File: config.mk
export PLATFORM = sky130hd
export DESIGN_NAME = pulse_symbol_quantizer_sniffer
export DESIGN_NICKNAME = d
export VERILOG_FILES = /design/src/psqs_pkg.sv /design/src/psqs_cell.sv /design/src/psqs_quant.sv /design/src/pulse_symbol_quantizer_sniffer.sv
export SDC_FILE = /design/constraint.sdc
export NUM_CORES = 1
export LEC_CHECK = 0
export ABC_AREA = 0
export BUFFER_PORTS_ARGS = -buffer_cell sky130_fd_sc_hd__buf_2
export CAP_MARGIN = 20
export CORE_MARGIN = 1
export CORE_UTILIZATION = 60
export CTS_CLUSTER_SIZE = 14
export DETAILED_ROUTE_END_ITERATION = 10
export PLACE_DENSITY = 0.79
export SLEW_MARGIN = 20
export SYNTH_ARGS = -nofsm -noshare
export SYNTH_HDL_FRONTEND = slang
export SYNTH_SLANG_ARGS = --single-unit
File: constraint.sdc
create_clock -name aclk -period 13.35 [get_ports aclk]
set_clock_uncertainty 0.2 [all_clocks]
set_input_delay 2.0025 -clock aclk [delete_from_list [all_inputs] [get_ports aclk]]
set_output_delay 2.0025 -clock aclk [all_outputs]
set_load 0.005 [all_outputs]
File: src/psqs_pkg.sv
// Package: constants, register codes and the pattern function of the pulse sniffer.
package psqs_pkg;

    // Quantiser constants
    localparam int unsigned SYMBOL_UNIT  = 100;
    localparam int unsigned SYMBOL_HALF  = 50;
    localparam int unsigned DURATION_CAP = 255 * SYMBOL_UNIT;
    localparam int unsigned DUR_W        = 16;
    localparam int unsigned SYM_W        = 8;
    localparam int unsigned CAP_W        = $clog2(DURATION_CAP + SYMBOL_HALF + 1);
    // floor(x / 100) as (x * RECIP_MUL) >> RECIP_SHIFT, exact for x below 25551
    localparam int unsigned RECIP_SHIFT  = 19;
    localparam int unsigned RECIP_MUL    = ((1 << RECIP_SHIFT) + SYMBOL_UNIT - 1) / SYMBOL_UNIT;
    localparam int unsigned RECIP_W      = $clog2(RECIP_MUL + 1);

    // Activity window defaults
    localparam int ACTIVITY_WINDOW_DEF    = 8;
    localparam int ACTIVITY_LAG_DEPTH_DEF = 10;

    // Configuration register layout
    localparam int unsigned CFG_IDX_W  = 2;
    localparam int unsigned CFG_DATA_W = 16;
    localparam int unsigned MIN_W      = 5;

    typedef enum logic [CFG_IDX_W-1:0] {
        CFG_STREAM_SELECT  = 2'd0,
        CFG_RANGE_FLOOR    = 2'd1,
        CFG_RANGE_CEILING  = 2'd2,
        CFG_ACTIVE_MINIMUM = 2'd3
    } cfg_index_t;

    localparam logic             STREAM_SELECT_RST  = 1'b1;
    localparam logic [DUR_W-1:0] RANGE_FLOOR_RST    = 16'd200;
    localparam logic [DUR_W-1:0] RANGE_CEILING_RST  = 16'd5000;
    localparam logic [MIN_W-1:0] ACTIVE_MINIMUM_RST = 5'd12;

    // Repeat-pattern check on a four-symbol window, p0 oldest; first rule wins
    function automatic logic [SYM_W-1:0] pattern_of(
        input logic [SYM_W-1:0] p0,
        input logic [SYM_W-1:0] p1,
        input logic [SYM_W-1:0] p2,
        input logic [SYM_W-1:0] p3
    );
        logic [SYM_W-1:0] res;
        res = '0;
        if (p0 == '0 || p1 == '0 || p2 == '0 || p3 == '0) begin
            res = '0;
        end else if (p0 == p1 && p1 == p2 && p2 == p3) begin
            res = p0;
        end else if (p0 == p1 && p2 == p3) begin
            res = (p0 < p2) ? p0 : p2;
        end else if (p0 == p3 && p1 == p2) begin
            res = p0;
        end else if (p0 == p2 && p1 == p3) begin
            res = p0;
        end else if ((p0 == p1 && p1 == p2) || (p0 == p1 && p1 == p3)
                     || (p0 == p2 && p2 == p3)) begin
            res = p0;
        end else if (p1 == p2 && p2 == p3) begin
            res = p1;
        end
        return res;
    endfunction

endpackage

File: src/psqs_cell.sv
// Shift cell: holds one entry of a chain and takes its neighbour's entry on each beat.
module psqs_cell #(
    parameter int WIDTH = psqs_pkg::SYM_W
) (
    input  logic             aclk,
    input  logic             aresetn,
    input  logic             shift_en,
    input  logic [WIDTH-1:0] d_in,
    output logic [WIDTH-1:0] q_out
);

    logic [WIDTH-1:0] data_reg;
    logic [WIDTH-1:0] data_next;

    // Take the neighbour's value when the chain advances
    always_comb begin
        data_next = shift_en ? d_in : data_reg;
    end

    always_ff @(posedge aclk) begin
        if (!aresetn) begin
            data_reg <= '0;
        end else begin
            data_reg <= data_next;
        end
    end

    assign q_out = data_reg;

endmodule

File: src/psqs_quant.sv
// Quantiser: saturates a duration and rounds it to hundreds of microseconds.
module psqs_quant (
    input  logic [psqs_pkg::DUR_W-1:0] dur_us,
    output logic [psqs_pkg::SYM_W-1:0] symbol
);

    localparam int unsigned PROD_W = psqs_pkg::CAP_W + psqs_pkg::RECIP_W;

    logic [psqs_pkg::CAP_W-1:0] capped;
    logic [psqs_pkg::CAP_W-1:0] biased;
    logic [PROD_W-1:0]          prod;

    // Saturate, add half a unit, then divide by the unit via its reciprocal
    always_comb begin
        if (dur_us > psqs_pkg::DUR_W'(psqs_pkg::DURATION_CAP)) begin
            capped = psqs_pkg::CAP_W'(psqs_pkg::DURATION_CAP);
        end else begin
            capped = dur_us[psqs_pkg::CAP_W-1:0];
        end
        biased = capped + psqs_pkg::CAP_W'(psqs_pkg::SYMBOL_HALF);
        prod   = PROD_W'(biased) * PROD_W'(psqs_pkg::RECIP_MUL);
        symbol = prod[psqs_pkg::RECIP_SHIFT +: psqs_pkg::SYM_W];
    end

endmodule

File: src/pulse_symbol_quantizer_sniffer.sv
// Top level: pulse-pair quantiser with repeat-pattern window and activity detector.
// Takes one low/high duration pair per beat and returns one result per pair in the
// cycle after acceptance; a new pair is taken every cycle as long as the result
// register is empty or being emptied in the same cycle, so the sustained rate is one
// pair per clock, set by the single output register. Symbols of the selected stream
// shift through a four-cell chain that feeds the pattern check; in-range flags shift
// through an ACTIVITY_LAG_DEPTH-cell chain, and a running count adds the flag entering
// the counted span and drops the one leaving it. Configuration writes are always taken.
module pulse_symbol_quantizer_sniffer #(
    parameter int ACTIVITY_WINDOW    = psqs_pkg::ACTIVITY_WINDOW_DEF,
    parameter int ACTIVITY_LAG_DEPTH = psqs_pkg::ACTIVITY_LAG_DEPTH_DEF
) (
    input  logic                            aclk,
    input  logic                            aresetn,
    // input pairs
    input  logic                            s_valid,
    output logic                            s_ready,
    input  logic [psqs_pkg::DUR_W-1:0]      s_low_us,
    input  logic [psqs_pkg::DUR_W-1:0]      s_high_us,
    // results
    output logic                            m_valid,
    input  logic                            m_ready,
    output logic [psqs_pkg::SYM_W-1:0]      m_low_symbol,
    output logic [psqs_pkg::SYM_W-1:0]      m_high_symbol,
    output logic [psqs_pkg::SYM_W-1:0]      m_pattern_symbol,
    output logic                            m_receiving,
    // configuration writes
    input  logic                            cfg_valid,
    output logic                            cfg_ready,
    input  logic [psqs_pkg::CFG_IDX_W-1:0]  cfg_index,
    input  logic [psqs_pkg::CFG_DATA_W-1:0] cfg_data
);

    localparam int DEPTH   = ACTIVITY_LAG_DEPTH;
    localparam int FIRST   = (DEPTH > ACTIVITY_WINDOW) ? DEPTH - ACTIVITY_WINDOW : 0;
    localparam int WIN_LEN = DEPTH - FIRST;
    localparam int CNT_W   = $clog2(2 * WIN_LEN + 1);
    localparam int CMP_W   = (CNT_W > psqs_pkg::MIN_W) ? CNT_W : psqs_pkg::MIN_W;
    localparam int SYM_W   = psqs_pkg::SYM_W;
    localparam int WIN_N   = 4;

    // Configuration registers
    logic                          stream_select_reg;
    logic [psqs_pkg::DUR_W-1:0]    range_floor_reg;
    logic [psqs_pkg::DUR_W-1:0]    range_ceiling_reg;
    logic [psqs_pkg::MIN_W-1:0]    active_minimum_reg;

    // Result register
    logic                          m_valid_reg;
    logic                          m_valid_next;
    logic [SYM_W-1:0]              m_low_symbol_reg;
    logic [SYM_W-1:0]              m_high_symbol_reg;
    logic                          m_receiving_reg;
    logic                          m_receiving_next;

    logic                          accept;
    logic [SYM_W-1:0]              low_sym;
    logic [SYM_W-1:0]              high_sym;
    logic [SYM_W-1:0]              sym_new;
    logic [SYM_W-1:0]              sym_q [WIN_N];
    logic [1:0]                    flag_new;
    logic [1:0]                    flag_q [DEPTH];
    logic [1:0]                    flag_enter;
    logic [CNT_W-1:0]              count_reg;
    logic [CNT_W-1:0]              count_next;

    assign cfg_ready = 1'b1;
    assign s_ready   = !m_valid_reg || m_ready;
    assign accept    = s_valid && s_ready;

    // Register writes
    always_ff @(posedge aclk) begin
        if (!aresetn) begin
            stream_select_reg  <= psqs_pkg::STREAM_SELECT_RST;
            range_floor_reg    <= psqs_pkg::RANGE_FLOOR_RST;
            range_ceiling_reg  <= psqs_pkg::RANGE_CEILING_RST;
            active_minimum_reg <= psqs_pkg::ACTIVE_MINIMUM_RST;
        end else if (cfg_valid) begin
            unique case (psqs_pkg::cfg_index_t'(cfg_index))
                psqs_pkg::CFG_STREAM_SELECT:  stream_select_reg  <= cfg_data[0];
                psqs_pkg::CFG_RANGE_FLOOR:    range_floor_reg    <= cfg_data;
                psqs_pkg::CFG_RANGE_CEILING:  range_ceiling_reg  <= cfg_data;
                psqs_pkg::CFG_ACTIVE_MINIMUM: active_minimum_reg <= cfg_data[psqs_pkg::MIN_W-1:0];
            endcase
        end
    end

    // Quantise both durations
    psqs_quant u_quant_low  (.dur_us(s_low_us),  .symbol(low_sym));
    psqs_quant u_quant_high (.dur_us(s_high_us), .symbol(high_sym));

    assign sym_new = stream_select_reg ? low_sym : high_sym;

    // Symbol window chain, cell 0 newest
    genvar gi;
    generate
        for (gi = 0; gi < WIN_N; gi++) begin : g_sym
            psqs_cell #(.WIDTH(SYM_W)) u_cell (
                .aclk     (aclk),
                .aresetn  (aresetn),
                .shift_en (accept),
                .d_in     ((gi == 0) ? sym_new : sym_q[(gi == 0) ? 0 : gi - 1]),
                .q_out    (sym_q[gi])
            );
        end
    endgenerate

    // Range flags of the arriving pair
    assign flag_new[0] = (range_floor_reg < s_low_us)  && (s_low_us  < range_ceiling_reg);
    assign flag_new[1] = (range_floor_reg < s_high_us) && (s_high_us < range_ceiling_reg);

    // Activity flag chain, cell 0 newest
    generate
        for (gi = 0; gi < DEPTH; gi++) begin : g_flag
            psqs_cell #(.WIDTH(2)) u_cell (
                .aclk     (aclk),
                .aresetn  (aresetn),
                .shift_en (accept),
                .d_in     ((gi == 0) ? flag_new : flag_q[(gi == 0) ? 0 : gi - 1]),
                .q_out    (flag_q[gi])
            );
        end
        // Flag that moves into the first counted cell on a beat
        if (FIRST == 0) begin : g_enter_new
            assign flag_enter = flag_new;
        end else begin : g_enter_chain
            assign flag_enter = flag_q[FIRST-1];
        end
    endgenerate

    // Running count over the counted span: add the entering flag, drop the leaving one
    always_comb begin
        count_next = count_reg
                   + CNT_W'(flag_enter[0]) + CNT_W'(flag_enter[1])
                   - CNT_W'(flag_q[DEPTH-1][0]) - CNT_W'(flag_q[DEPTH-1][1]);
        m_receiving_next = (CMP_W'(count_next) >= CMP_W'(active_minimum_reg));
    end

    always_ff @(posedge aclk) begin
        if (!aresetn) begin
            count_reg <= '0;
        end else if (accept) begin
            count_reg <= count_next;
        end
    end

    // Result register: load on accept, drop on take
    always_comb begin
        m_valid_next = m_valid_reg;
        if (accept) begin
            m_valid_next = 1'b1;
        end else if (m_ready) begin
            m_valid_next = 1'b0;
        end
    end

    always_ff @(posedge aclk) begin
        if (!aresetn) begin
            m_valid_reg <= 1'b0;
        end else begin
            m_valid_reg <= m_valid_next;
        end
    end

    always_ff @(posedge aclk) begin
        if (accept) begin
            m_low_symbol_reg  <= low_sym;
            m_high_symbol_reg <= high_sym;
            m_receiving_reg   <= m_receiving_next;
        end
    end

    assign m_valid          = m_valid_reg;
    assign m_low_symbol     = m_low_symbol_reg;
    assign m_high_symbol    = m_high_symbol_reg;
    assign m_receiving      = m_receiving_reg;
    // The window only moves together with the result register, so it holds while stalled
    assign m_pattern_symbol = psqs_pkg::pattern_of(sym_q[3], sym_q[2], sym_q[1], sym_q[0]);

endmodule

==> metrics.txt <==
status finished clean; vias per cell 5.59; synth top area cells ha_1 (24%), fa_1 (17%), dfxtp_1 (13%); Ys Warns 0; Initial DRC Count 843; top_reg_cell synth dfxtp_1; Routed WL per cell 16.9 um; final setup TNS 0 ns; final slew viol count 0; unrepaired setup endpoints after global routing no; CP max FO 12; Port Buffers 81; initial antenna violation count 1; Die Ht 158 um; area leader, netlist ha_1; htree depth 4; CTS Hold Bufs 0; Worst-path clk slew 0.06 ns; first-pass GRT wire length approximately 58000 um; hold slack ~0.27 ns; sequential area share after synthesis about 17%; # rows 56; flip-flop and latch count after synthesis 113; Cell variety after synth 72; hold crit path type flip-flop to flip-flop; Final Hold Viols 0; max_cap viols 0; Req. time, crit path approximately 13 ns; CTS Sinks 113; total I/O pin count 83; Worst path most repeated cell inv_1; Crit-path slowest cell xnor2_1; Routed Antenna Nets 0; top cell type's share of synthesized area 23.5%; Post-synth EDFFs 17; Mapped Area 14700 um2; placed insts 2028; DP Area 15300 um2; Routability Congestion 0.986; Setup Fix Bufs, Post-CTS 0; number of global-route vias before repair 11931; Avg Cell Area, Syn about 8.7 um2; syn_nets 2145; # setup viols final 0; Root Driver clkbuf_16; CP startpoint kind primary input; Worst-Skew Late Latency 0.42 ns; die area about 25000 um2; Period minus WS final 10.15 ns; Die W 158 um; Initial Util about three fifths; Final Util between 60 and 70%; vias 11527; static leakage 0.00806 uW; Crit. End Element flip-flop; TritonCTS clock tree done; Initial DRT Pass Iterations 5; # resized after CTS 0; Max stage delay on crit path 0.69 ns; VDD IR max 0.130 mV; critical path class primary input to flip-flop; final worst-path cycle share between 70% and 80%; area delta synth->final 8.12%; GRT Resource Usage Total 30.1%; pwr dens 194 nW/um2; Core Area 23800 um2; DRC 0; share of cells above drive strength 1 7.64%; Max clock buf depth 2; Layout Cells excl Fill 2061; Fillers 1911; most frequent cells in the layout inv_1 (350), ha_1 (276), nand2_1 (190); max FFs per register 32; CP arrival 10.25 ns; most common cell after layout, fill and taps aside inv_1; cell count after synthesis about 1700; Final Cell Area around 16000 um2; fin nets 2187; Slew @ Worst Pin 0.897 ns; dpl hpwl 28200 um; max_slew headroom between 30% and 40%; achievable frequency 98.5 MHz; pin count of the biggest net entering global routing 100; gr ovfl total 0; ys async rst share 0%; DRT Wirelength 34900 um; Num CTS Buffers 17
## path summary, 6_finish.rpt
check	start	to	slack, ns	cells after the start
min reg2reg	g_flag[4].u_cell.q_out[1]$_SDFFE_PN0P_	g_flag[4].u_cell.q_out[1]$_SDFFE_PN0P_	0.27	2
max	s_high_us[12]	g_sym[0].u_cell.q_out[7]$_SDFFE_PN0P_	3.20	31
max reg2reg	g_flag[9].u_cell.q_out[0]$_SDFFE_PN0P_	m_receiving$_DFFE_PP_	10.10	12
min	g_flag[4].u_cell.q_out[1]$_SDFFE_PN0P_	g_flag[4].u_cell.q_out[1]$_SDFFE_PN0P_	0.27	2
## cell families (layout without fill, tap and decap cells)
family / after synthesis / after routing / synth area share (%)
compound gates: 270 / 270 / 13.3
xor+xnor: 102 / 102 / 6.09
fa+ha+maj: 404 / 404 / 41.0
buf+inv: 413 / 468 / 10.6
flops: 113 / 113 / 16.6
mux: 9 / 9 / 0.623
other cells: 1 / 2 / 0.0256
simple gates: 374 / 374 / 11.8
## area by class of cell
cell class | count | area (um2) | share of cell area (%)
diodes | 1 | 2.50 | 0.0158
clock buffers | 21 | 503 | 3.17
clock inverters | 11 | 88.8 | 0.560
inverters | 351 | 1320 | 8.31
multi-input cells | 1160 | 10700 | 67.3
flip-flops and latches | 113 | 2430 | 15.3
well taps | 319 | 399 | 2.52
repair buffers | 85 | 435 | 2.75
## where the power goes
group,switching (uW),internal [uW]
logic,1280,878
clock network,180,273
registers,42.2,427
## critical path, delay by kind of cell
| family | cells | cell delay, ns |
|---|---|---|
| compound gates | 10 | 2.73 |
| xor+xnor | 2 | 0.82 |
| fa+ha+maj | 7 | 2.98 |
| buf+inv | 7 | 0.63 |
| simple gates | 5 | 1.08 |
## synthesized netlist by cell type, drive strengths merged, types with 5 or more instances
master   count
ha         276
clkbuf      55
mux2i        8
nor4        17
a21oi       51
nor2        43
xnor2       66
nand2      192
a22oi        8
a31oi        5
buf          7
o21bai       6
o211ai      13
fa         128
a21o        33
edfxtp      17
nand3       28
and2        14
dfxtp       96
a21boi      71
o21a         9
and3        11
a211oi       8
nand2b      11
o21ai       26
nand4       15
xor2        36
a2bb2oi      9
nor3        18
nor2b       14
inv        351
## through the flow
stage | setup slack (ns) | power, uW
2_1_floorplan | 4.02 | 2030
3_3_place_gp | 3.11 | 2530
3_5_place_dp | 2.96 | 2610
4_1_cts | 3.29 | 3090
5_1_grt | 2.58 | 3440
6_report | 3.20 | 3080
## metal layers
layer	wire (um)	part of all wire, %	GRT usage, %	up-vias
met1	15300	44	38.7	5541
met4	1130	3.2	11.5	0
met5	0	0	0	-
met2	16800	48	51.6	341
li1	-	-	-	5566
met3	1730	5.0	3.40	79
(Power assumes the default switching activity.)
